### src/rtl/bpt_pkg.sv
// Shared types and constants for the breakpoint table.
package bpt_pkg;

  // Width of the running occupied-slot count carried by the command token.
  localparam int CNT_W = 7;

  // Command codes of an input item.
  typedef enum logic [2:0] {
    OP_ADD    = 3'd0,
    OP_REMOVE = 3'd1,
    OP_CLEAR  = 3'd2,
    OP_QUERY  = 3'd3,
    OP_CHECK  = 3'd4
  } opcode_t;

  // Command token that walks the row of slot cells.
  typedef struct packed {
    logic             valid;
    opcode_t          op;
    logic [15:0]      addr;
    logic             done;
    logic             hit;
    logic [CNT_W-1:0] count;
  } tok_t;

endpackage

### src/rtl/bpt_cell.sv
// One slot of the breakpoint table and its share of each command.
module bpt_cell
  import bpt_pkg::*;
(
  input  logic        clk,
  input  logic        rst,
  input  tok_t        tok_in,
  input  logic        rot_en,
  input  logic [15:0] rot_in,
  output tok_t        tok_out,
  output logic [15:0] slot
);

  tok_t        tok_next;
  logic [15:0] slot_next;

  // Apply the passing command to this slot and update the token.
  always_comb begin
    tok_next  = tok_in;
    slot_next = slot;
    if (rot_en) begin
      slot_next = rot_in;
    end else if (tok_in.valid) begin
      unique case (tok_in.op)
        OP_ADD: begin
          if (!tok_in.done) begin
            if (slot == tok_in.addr) begin
              tok_next.done = 1'b1;
            end else if (slot == 16'd0) begin
              slot_next     = tok_in.addr;
              tok_next.done = 1'b1;
            end
          end
        end
        OP_REMOVE: begin
          if (slot == tok_in.addr) slot_next = 16'd0;
        end
        OP_CLEAR: begin
          slot_next = 16'd0;
        end
        OP_QUERY: begin
          if (slot != 16'd0) tok_next.count = tok_in.count + CNT_W'(1);
        end
        OP_CHECK: begin
          if (slot != 16'd0 && slot == tok_in.addr) tok_next.hit = 1'b1;
        end
        default: begin
        end
      endcase
    end
  end

  // Slot storage and the registered hand-off to the next cell.
  always_ff @(posedge clk) begin
    if (rst) begin
      slot          <= 16'd0;
      tok_out.valid <= 1'b0;
    end else begin
      slot          <= slot_next;
      tok_out.valid <= tok_next.valid;
    end
    tok_out.op    <= tok_next.op;
    tok_out.addr  <= tok_next.addr;
    tok_out.done  <= tok_next.done;
    tok_out.hit   <= tok_next.hit;
    tok_out.count <= tok_next.count;
  end

endmodule

### src/rtl/breakpoint_table_top.sv
// Top level of the breakpoint table: cell row, command sequencer and result register.
//
//  channel   dir  handshake          payload
//  s_*       in   s_tvalid/s_tready  s_tdata: opcode, address
//  m_*       out  m_tvalid/m_tready  m_tdata: status, hit, entry_count, entry_address;
//                                    m_tlast: last
//
// A command token walks the row of SLOT_COUNT cells, one cell per cycle, and the
// result stage then loads the result, so s_tready stays low from each accepted
// item until the sequencer is idle again, and no new item is taken meanwhile.
// The result stage also waits while an earlier result is still held on m_tready.
// A query with occupied slots then rotates the slots once through the row to list
// them; a rotation step waits while an occupied head slot cannot be output yet.
// Reset empties every slot at once; no clearing pass is needed.
// The result register frees the input side while a result waits on m_tready.
module breakpoint_table_top
  import bpt_pkg::*;
#(
  parameter int SLOT_COUNT = 16
) (
  input  logic        clk,
  input  logic        rst,
  input  logic        s_tvalid,
  output logic        s_tready,
  input  logic [23:0] s_tdata,   // [2:0] opcode, [18:3] address, [23:19] zero
  output logic        m_tvalid,
  input  logic        m_tready,
  output logic [23:0] m_tdata,   // [0] status, [1] hit, [6:2] entry_count,
                                 // [22:7] entry_address, [23] zero
  output logic        m_tlast
);

  localparam int RW = (SLOT_COUNT > 1) ? $clog2(SLOT_COUNT) : 1;

  typedef enum logic [3:0] {
    S_IDLE = 4'b0001,
    S_WALK = 4'b0010,
    S_OUT  = 4'b0100,
    S_EMIT = 4'b1000
  } state_t;

  state_t            state;
  state_t            state_next;
  tok_t              inject;
  tok_t              tok_o [SLOT_COUNT];
  logic [15:0]       slot_q [SLOT_COUNT];
  logic [SLOT_COUNT-1:0] tok_vld;
  logic              tok_busy;
  tok_t              fin;
  logic              rot_en;
  logic [RW-1:0]     rot_cnt;
  logic [CNT_W-1:0]  remaining;
  logic              out_free;
  logic              in_acc;
  logic [15:0]       head;

  assign s_tready = (state == S_IDLE) && !rst;
  assign in_acc   = s_tvalid && s_tready;
  assign out_free = !m_tvalid || m_tready;
  assign head     = slot_q[0];
  assign tok_busy = |tok_vld;

  // Fresh token for an accepted item.
  always_comb begin
    inject.valid = in_acc;
    inject.op    = opcode_t'(s_tdata[2:0]);
    inject.addr  = s_tdata[18:3];
    inject.done  = 1'b0;
    inject.hit   = 1'b0;
    inject.count = '0;
  end

  // Row of slot cells; rotation hands each slot toward cell zero.
  for (genvar i = 0; i < SLOT_COUNT; i++) begin : g_cell
    bpt_cell u_cell (
      .clk     (clk),
      .rst     (rst),
      .tok_in  ((i == 0) ? inject : tok_o[(i + SLOT_COUNT - 1) % SLOT_COUNT]),
      .rot_en  (rot_en),
      .rot_in  (slot_q[(i + 1) % SLOT_COUNT]),
      .tok_out (tok_o[i]),
      .slot    (slot_q[i])
    );
    assign tok_vld[i] = tok_o[i].valid;
  end

  // While listing, one rotation step whenever the head needs no output or the output is free.
  assign rot_en = (state == S_EMIT) && (head == 16'd0 || out_free);

  // Sequencer.
  always_comb begin
    state_next = state;
    unique case (state)
      S_IDLE: if (in_acc) state_next = S_WALK;
      S_WALK: if (tok_o[SLOT_COUNT-1].valid) state_next = S_OUT;
      S_OUT: begin
        if (out_free) begin
          if (fin.op == OP_QUERY && fin.count != '0) state_next = S_EMIT;
          else state_next = S_IDLE;
        end
      end
      S_EMIT: if (rot_en && rot_cnt == RW'(SLOT_COUNT - 1)) state_next = S_IDLE;
      default: state_next = S_IDLE;
    endcase
  end

  always_ff @(posedge clk) begin
    if (rst) begin
      state <= S_IDLE;
    end else begin
      state <= state_next;
    end
  end

  // Finished token, rotation count and entries still to list.
  always_ff @(posedge clk) begin
    if (state == S_WALK && tok_o[SLOT_COUNT-1].valid) fin <= tok_o[SLOT_COUNT-1];
    if (state == S_OUT) begin
      rot_cnt   <= '0;
      remaining <= fin.count;
    end else if (rot_en) begin
      rot_cnt <= rot_cnt + RW'(1);
      if (head != 16'd0) remaining <= remaining - CNT_W'(1);
    end
  end

  // Result register.
  always_ff @(posedge clk) begin
    if (rst) begin
      m_tvalid <= 1'b0;
    end else if ((state == S_OUT && out_free) || (rot_en && head != 16'd0)) begin
      m_tvalid <= 1'b1;
    end else if (m_tready) begin
      m_tvalid <= 1'b0;
    end
    if (state == S_OUT && out_free) begin
      m_tdata[0]    <= (fin.op == OP_ADD) && !fin.done;
      m_tdata[1]    <= (fin.op == OP_CHECK) && fin.hit;
      m_tdata[6:2]  <= (fin.op == OP_QUERY) ? fin.count[4:0] : 5'd0;
      m_tdata[22:7] <= 16'd0;
      m_tdata[23]   <= 1'b0;
      m_tlast       <= !(fin.op == OP_QUERY && fin.count != '0);
    end else if (rot_en && head != 16'd0) begin
      m_tdata[6:0]  <= 7'd0;
      m_tdata[22:7] <= head;
      m_tdata[23]   <= 1'b0;
      m_tlast       <= (remaining == CNT_W'(1));
    end
  end

`ifndef NO_ASSERTIONS
  // The slot ring never rotates while a command token is in the row.
  a_rot_no_tok: assert property (@(posedge clk) disable iff (rst)
    rot_en |-> !tok_busy)
    else $error("rotation while a token is in flight");

  // No item is taken while a token is still walking the row.
  a_idle_no_tok: assert property (@(posedge clk) disable iff (rst)
    s_tready |-> !tok_busy)
    else $error("input ready with token in flight");

  // Listing an occupied slot always has an entry left in the count.
  a_emit_count: assert property (@(posedge clk) disable iff (rst)
    (rot_en && head != 16'd0) |-> remaining != '0)
    else $error("more occupied slots than counted");

  // A token that reaches the end of the row moves the sequencer to the result stage.
  a_walk_len: assert property (@(posedge clk) disable iff (rst)
    (state == S_WALK && tok_o[SLOT_COUNT-1].valid) |=> state == S_OUT)
    else $error("token end not followed by result stage");
`endif

endmodule

### config.mk
export PLATFORM = sky130hd
export DESIGN_NAME = breakpoint_table_top
export DESIGN_NICKNAME = d
export VERILOG_FILES = /design/src/rtl/bpt_pkg.sv /design/src/rtl/bpt_cell.sv /design/src/rtl/breakpoint_table_top.sv
export SDC_FILE = /design/constraint.sdc
export NUM_CORES = 1
export LEC_CHECK = 0
export ABC_AREA = 1
export BUFFER_PORTS_ARGS = -buffer_cell sky130_fd_sc_hd__buf_2
export CORE_ASPECT_RATIO = 0.5
export CORE_MARGIN = 2
export CORE_UTILIZATION = 55
export CTS_CLUSTER_DIAMETER = 50
export CTS_CLUSTER_SIZE = 12
export DETAILED_ROUTE_END_ITERATION = 10
export PLACE_DENSITY = 0.71
export RECOVER_POWER = 50
export SLEW_MARGIN = 20
export SYNTH_ARGS = -nofsm -noshare
export SYNTH_HDL_FRONTEND = slang
export SYNTH_SLANG_ARGS = --single-unit
### constraint.sdc
create_clock -name clk -period 2.1 [get_ports clk]
set_input_delay 0.21 -clock clk [delete_from_list [all_inputs] [get_ports clk]]
set_output_delay 0.21 -clock clk [all_outputs]
set_load 0.01 [all_outputs]
# [Word-level counts from Yosys, hierarchy flattened]
# Index checks and enable logic that the tools add are counted.
# W data, S select, Z words.
[word_totals] regBits=756 latchBits=0 ram_bits=0 mem_bits_ro=0 in_bits=28 out_inout_bits=27 elab_cells=719 memories=0
[op_classes] add_sub_neg=17 mul=0 div_mod_pow=0 magnitude_cmp=0 n_eq_ne=155 n_shift=0 n_mux=281 bitwise=4 n_reduce_logical=140
[ops] op="$mux W16" count=95
[ops] op="$pmux W16 S3" count=16
[ops] op="$mux W9" count=30
[ops] op="$eq A16 B16 Y1" count=16
[ops] op="$logic_not A16 Y1" count=16
[ops] op="$reduce_bool A16 Y1" count=16
[ops] op="$mux W7" count=35
[ops] op="$add A7 B1 Y7 const B" count=15
[ops] op="$eq A3 B2 Y1 const B" count=33
[ops] op="$mux W1" count=98
[ops] op="$ne A3 B3 Y1 const B" count=32
[ops] op="$ne A3 B2 Y1 const B" count=31
[ops] op="$reduce_and A6 Y1" count=15
[ops] op="$reduce_bool A4 Y1" count=16
[ops] op="$eq A3 B3 Y1 const B" count=17
[ops] op="$logic_not A3 Y1" count=17
[ops] op="$eq A3 B1 Y1 const B" count=16
[ops] op="$reduce_bool A2 Y1" count=20
[ops] op="$logic_and A1 B1 Y1" count=26
[ops] op="$mux W4" count=5
[ops] op="$pmux W4 S4" count=1
[ops] op="$reduce_or A3 Y1" count=3
[ops] op="$eq A4 B4 Y1 const B" count=2
[ops] op="$eq A7 B1 Y1 const B" count=1
[ops] op="15 further kinds" count=25

# [Logic depth before layout (Yosys ltp)]
[depth] word_depth=7 depth_mapped=14 ltp_nobuf=13

# [Cells and area by module]
# Synthesis repeated with hierarchy kept, for this count alone.
[hier_totals] hier_cells=5341 area_unflattened_um2=37108.1
[by_module_without_submodules] mod="bpt_cell (g_cell[15].u_cell ...)" instances=10 cells_per_inst=319 area_each_um2=2170.8
[by_module_without_submodules] mod="bpt_cell (g_cell[0].u_cell ...)" instances=5 cells_per_inst=319 area_each_um2=2192.1
[by_module_without_submodules] mod="breakpoint_table_top" instances=1 cells_per_inst=242 area_each_um2=2277.2
[by_module_without_submodules] mod="bpt_cell (g_cell[14].u_cell)" instances=1 cells_per_inst=314 area_each_um2=2162.1

# [Worst setup path after synthesis]
# No wires, ideal clock.
[synth_timing] path_type="flip-flop to flip-flop" startpoint="reg g_cell[0].u_cell.slot[10]" endpoint="reg remaining[0] (enable)" setup_ps=323 arrival_ps=1570 required_ps=1777 slack_ps=207 stages_incl_launch_ff=12 synth_period_minus_slack_ps=1893 cell_sequence="dfxtp_1 nor2_1 nand2_1 nor2_2 nand2_2 nand2_1 nand2_2 buf_6 inv_2 nand2_1 buf_2 nand2_1"
[synth_via] elab_chain_len=5 elab_cells_between_ends=7
[synth_rtl] element="start, declared" line_no="bpt_cell.sv:11" source="output logic [15:0] slot"
[synth_rtl] element="start signal, assigned" line_no="bpt_cell.sv:59" source="slot <= slot_next;"
[synth_rtl] element="$logic_not A16 Y1" line_no="breakpoint_table_top.sv:88" source="assign rot_en = (state == S_EMIT) && (head == 16'd0 || out_free);"
[synth_rtl] element="$logic_or A1 B1 Y1" line_no="breakpoint_table_top.sv:88"
[synth_rtl] element="$logic_and A1 B1 Y1" line_no="breakpoint_table_top.sv:88"
[synth_rtl] element="$reduce_bool A2 Y1 (no line)"
[synth_rtl] element="$reduce_and A2 Y1 (no line) *"
[synth_rtl] element="end signal, assigned" line_no="breakpoint_table_top.sv:120" source="remaining <= fin.count;"
[synth_rtl] element="end signal, assigned" line_no="breakpoint_table_top.sv:123" source="if (head != 16'd0) remaining <= remaining - CNT_W'(1);"
[synth_rtl] element="end, declared" line_no="breakpoint_table_top.sv:52" source="logic [CNT_W-1:0] remaining;"
# Mark *: on every way between the ends. The rest lies on a longest branch, timed or not.
# A chain may end at the register's enable or synchronous reset.

# [Worst setup path after layout]
[layout_timing] startpoint="reg g_cell[0].u_cell.slot[8]" endpoint="reg g_cell[6].u_cell.slot[1]"
[layout_via] elab_chain_len=5 elab_cells_between_ends=11
[layout_rtl] element="$logic_not A16 Y1 *" line_no="breakpoint_table_top.sv:88"
[layout_rtl] element="$logic_or A1 B1 Y1 *" line_no="breakpoint_table_top.sv:88"
[layout_rtl] element="$logic_and A1 B1 Y1 *" line_no="breakpoint_table_top.sv:88"
[layout_rtl] element="$ne A3 B2 Y1 (no line), or another cell as far along"
[layout_rtl] element="$reduce_and A6 Y1 (no line)"
[layout_rtl] element="end signal, assigned" line_no="bpt_cell.sv:59"
[layout_rtl] element="end, declared" line_no="bpt_cell.sv:11"
# Marks and branches as above.

==> reports/results.txt <==
Status = finished, final reports clean
FF-to-FF setup slack = 140 ps
Post-DRT Antenna Nets = 0
Leak pwr = 15.3 nW
Clock-pin slew on the worst setup and hold paths = 60 ps
Final worst path period share = 0.932
Most common cell after layout, fill and taps aside = nand2_1
CTS max path bufs = 3
Final HPWL DP = 56.1 mm
RSZ-0062 raised after global routing = false
Largest cells by area after synthesis = dfxtp_1 (45%), nand2_1 (15%), inv_1 (6.5%), nand3_1 (6.0%), o22ai_1 (4.5%)
Fin crit period = 1960 ps
Area leader, netlist = dfxtp_1
Initial detailed-routing violation count = 2694
Antenna diode count = 0
Pwr/cell area = 784 nW/µm²
Synth top area share = 0.450
Drt first pass iters = 8
Arr. time, crit path = 2470 ps
Layout area overhead = 12.5%
Final wirelength = 82.4 mm
Pin count of the biggest net entering global routing = 211
Core ar. = 56000 µm²
Slowest stage delay, CP = 310 ps
# nets final = 4471
RD Place Congestion = 0.870
Initial antenna violation count = 0
#FFs+latches synth = 735
Slew headroom = 0.106
Synth Area in Simple Gates = 0.283
Synthesized Nets = 4363
Final slew viol count = 0
IO Pins = 55
Worst path cell trace = nor2_1 -> nand2_1 -> nor2_2 -> nand2_2 -> nand2_2 -> nand2_8 -> buf_16 -> buf_4 -> o22ai_1 -> nand2_1 -> a21oi_1
Yosys warns = 0
Setup tns final = 0 ps
Critical Path Fanout Max = 29
Syn Inst Count = 4318
Measured slew at the worst slew-check pin = 1340 ps
Synth Area in Compound Gates = 0.106
Slowest stage cell, crit path = dfxtp_1
Syn_area_per_cell = 7.29 µm²
Reg2Reg Depth = 11
Max Cap Viol = 0
End of the critical path = g_cell[6].u_cell.slot[1]$_SDFFE_PP0P_
Commonest non-fill, non-tap cells in the layout = nand2_1 (1258), dfxtp_1 (707), inv_1 (543)
Mux cell area share after synthesis = 0.00465
Beginning of the critical path = g_cell[0].u_cell.slot[8]$_SDFFE_PP0P_
Drt via density = 5.41
Post-synthesis xor/xnor area fraction = 0.0248
DRC viols = 0
CTS sink count = 735
Multi-input logic area = 13500 µm²
Final core utilization = 0.632
Row count = 61
Vias = 28100
Crit start category = flop
Hold Vio Cnt, Final = 0
Port Buffers = 48
Crit path kind = reg2reg
Worst skew pair latency = 600 ps
Reg2Reg Launch Point = g_cell[0].u_cell.slot[8]$_SDFFE_PP0P_
Initial Util = 0.562
First-pass GRT wire length = 131 mm
Reg-to-reg endpoint = g_cell[6].u_cell.slot[1]$_SDFFE_PP0P_
Root buffer cell = clkbuf_16
Htree depth = 3
Die ar. = 59300 µm²
Fill cells = 4950
Post-synthesis instance area = 31500 µm²
Max Clk Rate = 511 MHz
Worst Path Required = 2610 ps
Worst hold path cell count = 5
Total GRT Usage = 0.267
CTS tree = yes
Adder-Cell Fraction of Synth Area = 0.00676
Gr ovfl total = 0
Layout cells sized above 1 = 0.0730
Die width = 342 µm
Clk_skew = 11.8 ps
Mean routed wirelength per cell = 15.9 µm
Sequential fraction of the synthesis area = 0.476
Vias in the first global route = 25400
Die height = 173 µm
Sequential cell area = 15000 µm²
Combinational family with the most area after synthesis = simple AND/OR/NAND/NOR gates
Worst vdd ir = 0.000511 V
Crit. End Element = flop
Num CTS Buffers = 71
Setup violations, final = 0
Hold/Removal Path Class = in2reg
Synth cell types = 40
state kept, by name, indices dropped and copies added (netlist names):
| name | count |
|---|---|
| g_cell.u_cell.tok_out | 427 |
| m_tvalid | 1 |
| rot_cnt | 4 |
| state | 4 |
| fin | 12 |
| m_tlast | 1 |
| remaining | 7 |
| m_tdata | 23 |
| g_cell.u_cell.slot | 256 |
cells in the mapped netlist:
library cell	number
o21bai_1	4
a2111oi_0	1
o21ai_0	41
nor3_4	1
a21oi_1	277
clkbuf_1	52
inv_1	543
nand3_2	3
a21oi_2	3
a21boi_0	1
xor2_1	59
nor4_1	4
ha_1	17
o21ba_2	1
nor2_2	4
inv_2	45
nor3b_1	11
xnor2_1	30
buf_2	60
a41o_1	15
edfxtp_1	27
nor2_1	339
mux2_2	13
buf_1	3
o31ai_1	1
o22ai_1	224
conb_1	1
o41ai_1	1
nand2_2	19
or2_2	8
or2_0	2
nor3_1	28
nand4_1	80
and3_1	2
a31o_2	11
nand2_1	1264
dfxtp_1	708
buf_4	15
buf_6	23
nand3_1	377
logic make-up (layout without fill, tap and decap cells):
group	Yosys count	count (layout)
AO/OA/AOI/OAI	580	580
XOR/XNOR	89	89
adder cells (fa/ha/maj)	17	17
buffers and inverters	741	860
flip-flops	735	735
multiplexers	13	13
other	1	1
AND/OR/NAND/NOR	2142	2142
cell type report:
class,instances,share of cell area
Clock buffer,79,0.0535
Clock inverter,5,0.00180
Inverter,588,0.0624
Multi-Input combinational cell,2842,0.381
Sequential cell,735,0.423
Tap cell,756,0.0267
Timing Repair Buffer,188,0.0516
power breakdown:
| part | leakage, nW | switching [mW] | internal [mW] |
|---|---|---|---|
| clock network | 0.957 | 5.13 | 6.45 |
| registers | 6.06 | 0.349 | 14.4 |
| logic | 8.28 | 0.876 | 0.577 |
| total | 15.3 | 6.35 | 21.4 |
metal layers:
layer / vias up / part of all wire / routed length, µm / GRT usage
met2: 1031 / 0.44 / 36100 / 0.404
met5: - / 0 / 0 / 0
met4: 0 / 0.022 / 1800 / 0.0707
li1: 14000 / - / - / -
met1: 12900 / 0.47 / 38700 / 0.399
met3: 140 / 0.070 / 5790 / 0.0375
per-stage QoR:
step | instance area [µm²] | std cells | total power [mW] | hold slack [ps] | setup WS, ps
6_report | 35400 | 5193 | 27.7 | 95.3 | 143
5_1_grt | 35400 | 5193 | 28.7 | 111 | 0.766
4_1_cts | 35200 | 5180 | 27.9 | 79.4 | 43.5
3_5_place_dp | 33000 | 5075 | 16.4 | 360 | 56.3
3_3_place_gp | 33000 | 5075 | 16.4 | 358 | 112
2_1_floorplan | 31500 | 4318 | 15.9 | 238 | 207
how the worst min path moves through the flow:
stage / start / end / slack (ps)
CTS: m_tready / m_tvalid$_SDFFE_PP0P_ / 80
finish: m_tready / m_tvalid$_SDFFE_PP0P_ / 100
global route: m_tready / m_tvalid$_SDFFE_PP0P_ / 110
detailed placement: g_cell[12].u_cell.tok_out[10]$_DFF_P_ / g_cell[13].u_cell.tok_out[10]$_DFF_P_ / 360
floorplan: s_tdata[4] / g_cell[0].u_cell.tok_out[10]$_DFF_P_ / 240
global placement: g_cell[5].u_cell.tok_out[22]$_DFF_P_ / g_cell[6].u_cell.tok_out[22]$_DFF_P_ / 360
timing repair:
action / in CTS / in global routing
hold buffers: 21 / 0
endpoints found under the hold margin: 31 / 0
gates resized for setup: 0 / 29
buffers inserted: 0 / 8
endpoints found under the setup margin: 0 / 192
worst max-delay path: cells and delay by family (launching register included):
family / cells / cell delay [ps]
DFF: 1 / 310
and+or+nand+nor: 7 / 770
buffers and inverters: 2 / 450
AOI/OAI and AO/OA: 2 / 300
(Power assumes the default switching activity.)
